===== src/rtl/core/y2b_fifo.sv =====
module y2b_fifo #(
  parameter int Width = 8,
  parameter int Depth = 4
) (
  input  logic             clk_i,
  input  logic             rst_ni,
  input  logic             push_i,
  output logic             full_o,
  input  logic [Width-1:0] data_i,
  input  logic             pop_i,
  output logic             empty_o,
  output logic [Width-1:0] data_o,
  output logic [$clog2(Depth):0] count_o
);

  localparam int AW = $clog2(Depth);

  logic [Width-1:0] mem_q [Depth];
  logic [AW-1:0]    wr_ptr_q, rd_ptr_q;
  logic [AW:0]      count_q;
  logic             do_push, do_pop;

  assign full_o  = (count_q == (AW+1)'(Depth));
  assign empty_o = (count_q == '0);
  assign do_push = push_i && !full_o;
  assign do_pop  = pop_i && !empty_o;
  assign data_o  = mem_q[rd_ptr_q];
  assign count_o = count_q;

  // Pointers and fill count
  always_ff @(posedge clk_i or negedge rst_ni) begin
    if (!rst_ni) begin
      wr_ptr_q <= '0;
      rd_ptr_q <= '0;
      count_q  <= '0;
    end else begin
      if (do_push) wr_ptr_q <= wr_ptr_q + 1'b1;
      if (do_pop) rd_ptr_q <= rd_ptr_q + 1'b1;
      if (do_push && !do_pop) count_q <= count_q + 1'b1;
      else if (!do_push && do_pop) count_q <= count_q - 1'b1;
    end
  end

  // Storage
  always_ff @(posedge clk_i) begin
    if (do_push) mem_q[wr_ptr_q] <= data_i;
  end

endmodule


===== config.mk =====
export PLATFORM = sky130hd
export DESIGN_NAME = y2b_fifo
export DESIGN_NICKNAME = d
export VERILOG_FILES = /design/src/rtl/core/y2b_fifo.sv
export SDC_FILE = /design/constraint.sdc
export NUM_CORES = 1
export LEC_CHECK = 0
export BUFFER_PORTS_ARGS = -buffer_cell sky130_fd_sc_hd__buf_2
export CAP_MARGIN = 15
export CELL_PAD_IN_SITES_DETAIL_PLACEMENT = 0
export CELL_PAD_IN_SITES_GLOBAL_PLACEMENT = 1
export CORE_ASPECT_RATIO = 1.4
export CORE_MARGIN = 2
export CORE_UTILIZATION = 50
export CTS_BUF_LIST = sky130_fd_sc_hd__clkbuf_16
export CTS_CLUSTER_SIZE = 40
export DETAILED_ROUTE_END_ITERATION = 16
export GPL_TIMING_DRIVEN = 0
export PLACE_DENSITY_LB_ADDON = 0.1
export SLEW_MARGIN = 0
export SYNTH_ARGS = -nofsm -noshare
export SYNTH_HDL_FRONTEND = slang
export SYNTH_SLANG_ARGS = --single-unit

===== constraint.sdc =====
create_clock -name clk_i -period 4.1 [get_ports clk_i]
set_clock_uncertainty 0.1 [all_clocks]
set_input_delay 0 -clock clk_i [delete_from_list [all_inputs] [get_ports clk_i]]
set_output_delay 0 -clock clk_i [all_outputs]
set_load 0.005 [all_outputs]

==> impl_metrics.tcl, run 1 <==
set metrics [dict create \
    grt_overflow 0 \
    wl_um 2320 \
    dr.pass1.iters 4 \
    coreArea_um2 3060 \
    numPlacedInstances 140 \
    antenna_found_initial 0 \
    die_x_um 51.6 \
    hold_viol 0 \
    avgRoutedWirePerCell_um 14.6 \
    initialDrtViolationCount 9 \
    slew_headroom 0.634 \
    fin_crit_ps 2190 \
    grt_first_pass_wirelength_um 3920 \
    final_cells 159 \
    timing.final.max_slew_violations 0 \
    synth_commonest_cells "edfxtp_1, mux4_2, dfrtp_1, ha_1" \
    setup_tns_ps 0 \
    drv_cap 0 \
    yosysSeqAreaShare 0.715 \
    remaining_drc_errors 0 \
    area_growth_pct 26.2 \
    yosysUniqueCellTypes 20 \
    syn_avg_cell_area_um2 20.6 \
    clock_sinks 39 \
    final_util 0.655 \
    crit_fanout 5 \
    numCtsBuffers 5 \
    layout.nets 137 \
    cts_hold_buf 11 \
    grt_start_max_net_pins 12 \
    n_fill_cell 234 \
    hpwl_um 1630 \
    gp_congestion 0.636 \
    clk_pin_slew_ps 50 \
    std_cell_rows 24 \
    hold_ws_ps 70.0 \
    clock_latency_ps 270 \
    synth_edf_count 32 \
    fmax_ghz 0.458 \
    cts_root_buf "clkbuf_16" \
    rsz0062_at_grt "false" \
    design_area_um2 2010 \
    ant_nets 0 \
    cts_resized 0 \
    cts_buffer_depth 2 \
    numPortBuffers 24 \
    dpl-instance-area_um2 1760 \
    die-area_um2 3650 \
    power-per-cell-area_nw_per_um2 683 \
    cts_tree "built" \
    synth.most_common_cell "edfxtp_1" \
    synth_top_area_frac 0.605 \
    start_kind "flip-flop" \
    ctsHtreeMaxLevel 2 \
    post_cts_buffers 0 \
    critPathKind "flip-flop to flip-flop" \
    synthArstFlopShare 0.179 \
    num_antenna_cells 0 \
    via_per_inst 4.93 \
    drive_gt1_frac 0.400 \
    worst_slew_pin_slew_ps 549 \
    synth_cells 77 \
    cp.arrival_ps 2280 \
    irDropWorstVdd_mv 0.430 \
    vias 784 \
    start_util 0.519 \
    cp-end-kind "flip-flop" \
    leakagePower_nw 0.777 \
    yosys-top-cells-area "edfxtp_1, mux4_2, dfrtp_1" \
    status "completed" \
    grt_pass1_vias 837 \
    syn_nets 95 \
    post-route-period-util 0.533 \
    ys_warn_count 0 \
    finalSetupViolCount 0 \
    ys.flop_type "edfxtp_1" \
    hold_class "input port to flip-flop" \
    chipHeight_um 70.7 \
    synth_area_leader_cell "edfxtp_1" \
    critPathRequiredTime_ps 4200 \
    syn_area_um2 1590 \
    ioPinCount 25 \
    ys_ff_latch 39 \
    grt.total_usage 0.155 \
]
[worst paths after layout]
path,startpoint,to,slack [ps],depth (start not counted)
min,push_i,wr_ptr_q[0],70,4
max in group asynchronous,rst_ni,count_o[1],3060,3
max reg2reg,count_o[0],count_o[2],1910,8
min reg2reg,count_o[2],count_o[2],420,1
max,count_o[0],count_o[2],1910,8
min in group asynchronous,rst_ni,count_o[2],580,3
[metrics by stage]
stage / power (mW) / setup slack (ps)
finish: 1.37 / 1910
global route: 1.46 / 1670
CTS: 1.40 / 1890
detailed placement: 1.04 / 1920
global placement: 1.03 / 1930
floorplan: 0.892 / 2010
[layout make-up]
cell class	instances	area (um^2)	share of cell area
well taps	39	48.8	0.0243
flip-flops and latches	39	1140	0.566
multi-input cells	32	422	0.210
repair buffers	35	230	0.115
inverters	3	11.3	0.00561
plain buffers	3	20.0	0.00998
clock inverters	3	12.5	0.00624
clock buffers	5	125	0.0624
[cells in the final DEF, fill, tap and decap left out]
cell and instances:
nor3_1 1, nor2b_2 1, ha_1 5, and2_2 4, nor2_1 1, xor2_1 2, inv_1 5, mux2_2 1
nand3b_1 1, clkbuf_1 1, fa_1 1, clkinv_2 1, nand2b_1 1, edfxtp_1 32, buf_2 25, mux4_2 8
buf_6 1, dfrtp_1 7, xnor2_1 4, dlygate4sd3_1 11, nor3b_4 1, clkbuf_16 5, mux2_4 1
[flip-flops by register name, indices dropped and copies added (netlist names)]
| register | flops |
|---|---|
| wr_ptr_q | 2 |
| mem_q | 32 |
| rd_ptr_q | 2 |
| count_o | 3 |
[per-layer routing]
layer / track usage / vias up / wire length (um) / part of all wire
met2: 0.278 / 24 / 1270 / 0.55
li1: - / 375 / - / -
met4: 0.0877 / 0 / 62 / 0.027
met1: 0.164 / 378 / 870 / 0.37
met3: 0.0316 / 7 / 117 / 0.050
met5: 0 / - / 0 / 0
[worst max-delay path, stage by stage (launching register included)]
cell and delay, ps:
dfrtp_1 470, nor3_1 280, nand2b_1 180, ha_1 190, inv_1 60, fa_1 380, xor2_1 150, nor2_1 130
xor2_1 150
[cell families after synthesis]
| group | count (synthesis) | share of synthesized area |
|---|---|---|
| DFF | 39 | 0.715 |
| muxes | 10 | 0.130 |
| and+or+nand+nor | 10 | 0.0504 |
| xor gates and xnor gates | 6 | 0.0331 |
| buffers and inverters | 6 | 0.0197 |
| adders and majority gates | 6 | 0.0520 |
[report_power, final]
part	total [mW]	switching, mW	internal (mW)
registers	0.590	0.0514	0.538
logic	0.433	0.193	0.239
clock network	0.347	0.128	0.219
total	1.37	0.373	0.997
Power figures use the tool's default switching activity.
==> run 2, diff against run 1 <==
Settings changed: ABC_AREA from default to 1, CORE_UTILIZATION 50 to 44.
Clock period 4.1 ns to 2.25 ns, I/O delays scaled along.
==> run 2 against run 1 <==
First-iteration DRC count up 22%. Non-clock buffer count grew 2. Critical path depth is 3 higher. Final cell count increased by 52%. Clock power increased by 84%. Clock-buffer cell count unchanged. Setup slack worse by 1700 ps.
==> impl_metrics.tcl, run 2 <==
set metrics [dict create \
    cts_buffer_depth 2 \
    numCtsBuffers 5 \
    final_common_cell "nand2_1" \
    slew_headroom 0.446 \
    grt_overflow 0 \
    ys.flop_type "edfxtp_1" \
    setup_tns_ps 0 \
    worst_slew_pin_slew_ps 827 \
    crit_chain "inv_1, nand3_1, nand2_2, inv_1, ha_1, inv_1, fa_1, nand2_1, nand3_1, nand2_1, nand2_1" \
    grt_first_pass_wirelength_um 5310 \
    fmax_ghz 0.499 \
    cp.arrival_ps 2070 \
    clock_latency_ps 280 \
    numPortBuffers 24 \
    wl_um 3250 \
    timing.final.max_slew_violations 0 \
    status "completed" \
    worst_path_largest_cell_delay_ps 430 \
    cp-end-kind "flip-flop" \
    layout.nets 215 \
    cp_num_buf_inv 3 \
    synth_commonest_cells "nand2_1, edfxtp_1, inv_1, o211ai_1" \
    syn_avg_cell_area_um2 11.3 \
    ant_nets 0 \
    hold_ws_ps 372 \
    clock_sinks 39 \
    syn_area_um2 1730 \
    leakagePower_nw 0.999 \
    synth_edf_count 32 \
    crit_fanout 7 \
    finalSetupViolCount 0 \
    hold_viol 0 \
    cp_top_family "simple AND/OR/NAND/NOR gates" \
    cp_slowest_cell "dfrtp_1" \
    start_kind "flip-flop" \
    irDropWorstVdd_mv 0.728 \
    cts_root_buf "clkbuf_16" \
    via_per_inst 4.82 \
    chipHeight_um 78.3 \
    start_util 0.450 \
    gp_congestion 0.731 \
    n_fill_cell 342 \
    fin_crit_ps 2000 \
    vias 1162 \
    num_antenna_cells 0 \
    largest_reg_flops 32 \
    grt_start_max_net_pins 12 \
    synth.most_common_cell "nand2_1" \
    drive_gt1_frac 0.182 \
    regMostFlops "mem_q" \
    yosysSeqAreaShare 0.655 \
    synthArstFlopShare 0.179 \
    std_cell_rows 27 \
    hpwl_um 2220 \
    ys_ff_latch 39 \
    clk_pin_slew_ps 50 \
    grt.total_usage 0.165 \
    remaining_drc_errors 0 \
    die_x_um 57.1 \
    critPathKind "flip-flop to flip-flop" \
    power-per-cell-area_nw_per_um2 1250 \
    cts_tree "built" \
    post_cts_buffers 0 \
    syn_nets 172 \
    area_growth_pct 25.0 \
    yosys-top-cells-area "edfxtp_1, dfrtp_1, nand2_1" \
    ctsHtreeMaxLevel 2 \
    dr.pass1.iters 4 \
    ioPinCount 25 \
    antenna_found_initial 0 \
    critPathRequiredTime_ps 2320 \
    avgRoutedWirePerCell_um 13.5 \
    grt_pass1_vias 1161 \
    drv_cap 0 \
    die-area_um2 4470 \
    rsz0062_at_grt "false" \
    synth_cells 154 \
    synth_top_area_frac 0.554 \
    ys_warn_count 0 \
    synth_area_leader_cell "edfxtp_1" \
    initialDrtViolationCount 11 \
    post-route-period-util 0.890 \
    hold_class "input port to flip-flop" \
    mostFrequentLayoutCells "nand2_1, inv_1, edfxtp_1, buf_2, o211ai_1" \
    coreArea_um2 3850 \
    yosysUniqueCellTypes 16 \
]
## run 2: cell count changes in the layout (fill, tap and decap cells not counted), moves of 4 or more
cell / change
and2_2: -4
inv_1: +28
mux4_2: -8
nand2_1: +40
nand3_1: +7
o211ai_1: +16
## run 2: worst paths after layout
path | startpoint | to | slack (ps) | depth (start not counted)
worst max-delay path | count_o[0] | count_o[2] | 250 | 11
worst min-delay path | data_i[7] | mem_q[1][7] | 370 | 2
worst max register to register | count_o[0] | count_o[2] | 250 | 11
worst min register to register | count_o[2] | count_o[2] | 420 | 2
max in group asynchronous | rst_ni | rd_ptr_q[1] | 1210 | 3
min in group asynchronous | rst_ni | count_o[0] | 580 | 3
## run 2: cell type report
type / instances / area [um^2] / share of cell area
Timing Repair Buffer: 36 / 240 / 0.111
Buffer: 4 / 43.8 / 0.0202
Clock inverter: 3 / 11.3 / 0.00520
Multi-Input combinational cell: 77 / 429 / 0.198
Clock buffer: 5 / 125 / 0.0577
Inverter: 34 / 128 / 0.0589
Sequential cell: 39 / 1140 / 0.524
Tap cell: 43 / 53.8 / 0.0248
## run 2: power breakdown
part | switching (mW) | leakage, nW | internal [mW]
Combinational | 0.604 | 0.552 | 0.413
Sequential | 0.0835 | 0.378 | 0.976
Clock | 0.242 | 0.0701 | 0.398
Total | 0.930 | 0.999 | 1.79
## run 2: repair_timing
item	CTS	global route
endpoints found under the setup margin	0	1
hold buffers	12	0
endpoints found under the hold margin	43	0
gates resized for setup	0	1
## run 2: cell families (layout without fill, tap and decap cells)
| group | count (synthesis) | after routing | share of synthesized area |
|---|---|---|---|
| and+or+nand+nor | 53 | 53 | 0.121 |
| buffers and inverters | 38 | 82 | 0.0988 |
| xor gates and xnor gates | 1 | 1 | 0.00505 |
| adders and majority gates | 6 | 6 | 0.0476 |
| DFF | 39 | 39 | 0.655 |
| AOI/OAI and AO/OA | 17 | 17 | 0.0722 |
## run 2: routing by layer
layer	part of all wire	track usage
met5	0	0
met4	0.021	0.0767
met1	0.37	0.169
met3	0.042	0.0412
met2	0.56	0.306
## run 2: worst reg2reg max path: stages, from the launching register on
cell	delay, ps
dfrtp_1	430
inv_1	90
nand3_1	150
nand2_2	130
inv_1	90
ha_1	160
inv_1	70
fa_1	400
nand2_1	110
nand3_1	80
nand2_1	60
nand2_1	40
## run 2: stage by stage
step / util / std cells / instance area [um^2] / setup slack, ps / total power, mW
6_report: 0.563 / 241 / 2170 / 247 / 2.72
3_3_place_gp: 0.495 / 221 / 1910 / 228 / 2.05
4_1_cts: 0.562 / 241 / 2160 / 157 / 2.76
2_1_floorplan: - / 154 / 1730 / 393 / 1.72
3_5_place_dp: 0.495 / 221 / 1910 / 162 / 2.10
5_1_grt: 0.563 / 241 / 2170 / 66.5 / 2.93
==> run 3, diff against run 2 <==
Settings changed: ABC_AREA 1 to default, CORE_UTILIZATION 44 to 47.
==> run 3 against run 2 <==
Total power shrank 1.6%. Highest routed layer unchanged. Sequential power is essentially flat. Cell area is 5.1% lower. Via count down 30%. Critical endpoint is now count_o[1]. Clock-buffer cell count is the same. Fmax down 3.6%. Sequential cell count unchanged. Routed wire length fell by 29%. Non-clock buffer count fell by 1.
==> impl_metrics.tcl, run 3 (synthesis gave the netlist of run 1 again) <==
set metrics [dict create \
    holdPathStages 4 \
    clk_pin_slew_ps 50 \
    mostFrequentLayoutCells "edfxtp_1, buf_2, dlygate4sd3_1, mux4_2" \
    wl_um 2310 \
    numPortBuffers 24 \
    num_antenna_cells 0 \
    p_int_mw 1.95 \
    fin_crit_ps 2080 \
    grt_pass1_vias 860 \
    cts_buffer_depth 2 \
    grt_start_max_net_pins 13 \
    startpoint "count_o[0]" \
    seqPwrFrac 0.410 \
    numCtsBuffers 5 \
    power_mw 2.67 \
    worst_slew_pin_slew_ps 605 \
    switchingPower_mw 0.717 \
    via_per_inst 5.03 \
    hold_class "input port to flip-flop" \
    std_cell_rows 25 \
    post-route-period-util 0.923 \
    cp_num_buf_inv 2 \
    grt.total_usage 0.145 \
    r2r_slack_ps 170 \
    crit_chain "nor3b_4, nor2b_2, buf_6, ha_1, inv_1, fa_1, mux2_2" \
    antenna_found_initial 0 \
    critPathKind "flip-flop to flip-flop" \
    setup_tns_ps 0 \
    ant_nets 0 \
    worst-r2r-cell-count 7 \
    cts_root_buf "clkbuf_16" \
    die-area_um2 3870 \
    power-per-cell-area_nw_per_um2 1300 \
    drv_cap 0 \
    cp_top_family "adder cells" \
    timing.final.max_slew_violations 0 \
    switching_share 0.268 \
    grt_first_pass_wirelength_um 3860 \
    fmax_ghz 0.481 \
    finalSetupViolCount 0 \
    critPathRequiredTime_ps 2310 \
    die_x_um 53.1 \
    rr_endpoint "count_o[1]" \
    layout.nets 138 \
    final_common_cell "edfxtp_1" \
    irDropWorstVdd_mv 0.910 \
    reg2reg_from "count_o[0]" \
    worst_path_largest_cell_delay_ps 470 \
    vias 810 \
    clock_latency_ps 270 \
    cp-end-kind "flip-flop" \
    chipHeight_um 72.8 \
    slew_headroom 0.596 \
    hold_ws_ps 60.0 \
    cts_tree "built" \
    gp_congestion 0.642 \
    clock_sinks 39 \
    n_fill_cell 276 \
    combPwrFrac 0.305 \
    largest_reg_flops 32 \
    coreArea_um2 3320 \
    clockPowerShare 0.286 \
    hold_viol 0 \
    grt_overflow 0 \
    cp.arrival_ps 2140 \
    drive_gt1_frac 0.446 \
    final_util 0.620 \
    cp_slowest_cell "dfrtp_2" \
    avgRoutedWirePerCell_um 14.4 \
    status "completed" \
    rsz0062_at_grt "false" \
    dr.pass1.iters 4 \
    crit_fanout 7 \
    hpwl_um 1610 \
    area_growth_pct 29.4 \
    hold_end "wr_ptr_q[0]" \
    leakagePower_nw 0.788 \
    start_kind "flip-flop" \
    regMostFlops "mem_q" \
    min_from "push_i" \
    initialDrtViolationCount 24 \
    remaining_drc_errors 0 \
    start_util 0.479 \
    ioPinCount 25 \
    ctsHtreeMaxLevel 2 \
]
## run 3: cell count changes in the layout (fill, tap and decap cells not counted), sizes merged, moves of 2 or more
cell | before | now
inv | 35 | 3
xor2 | 0 | 2
nand2 | 41 | 0
mux2 | 0 | 2
nor2 | 4 | 1
mux4 | 0 | 8
xnor2 | 1 | 4
nand3 | 7 | 0
and2 | 0 | 4
o211ai | 16 | 0
## run 3: timing repair
action | 4_1_cts | 5_1_grt
hold buffers | 11 | 0
hold endpoints to repair | 41 | 0
buffers inserted | 0 | 1
gates resized for setup | 0 | 5
endpoints found under the setup margin | 0 | 2
## run 3: per-layer routing
layer,vias up,GRT usage,part of all wire
li1,377,-,-
met1,405,0.156,0.39
met2,23,0.254,0.53
met3,5,0.0430,0.049
met4,0,0.0684,0.022
met5,-,0,0
## run 3: worst max path at each step
stage                  to  slack (ps)  depth (start not counted)
6_report       count_o[1]         170                          7
5_1_grt        count_o[2]           5                          8
4_1_cts        count_o[2]         100                          8
3_5_place_dp   count_o[2]         120                          8
3_3_place_gp   count_o[2]          90                          8
2_1_floorplan  count_o[2]         160                          8
## run 3: per-stage QoR
stage	std cells	setup slack (ps)	cell area, um^2
2_1_floorplan	77	161	1590
3_3_place_gp	141	86.7	1760
3_5_place_dp	141	120	1760
4_1_cts	160	96.8	2030
5_1_grt	161	5.26	2060
6_report	161	173	2060
## run 3: layout make-up
type	count	area [um^2]	area share
buffer	3	20.0	0.00974
multi-input combinational	32	433	0.211
timing repair buffer	36	238	0.116
tap	40	50.0	0.0243
inverter	3	11.3	0.00548
sequential	39	1140	0.554
clock buffer	5	125	0.0609
clock inverter	3	38.8	0.0189
## run 3: power groups by stage
stage	Clock [mW]	Sequential [mW]	Combinational (mW)
after detailed placement	0	1.09	0.798
after global routing	0.802	1.12	0.920
after floorplan	0	1.07	0.553
after global placement	0	1.08	0.793
final	0.763	1.09	0.814
after CTS	0.776	1.08	0.819
## run 3: worst reg2reg max path: stages (launching register included)
cell     delay [ps]
dfrtp_2         470
nor3b_4         230
nor2b_2          60
buf_6           130
ha_1            220
inv_1            70
fa_1            400
mux2_2          270
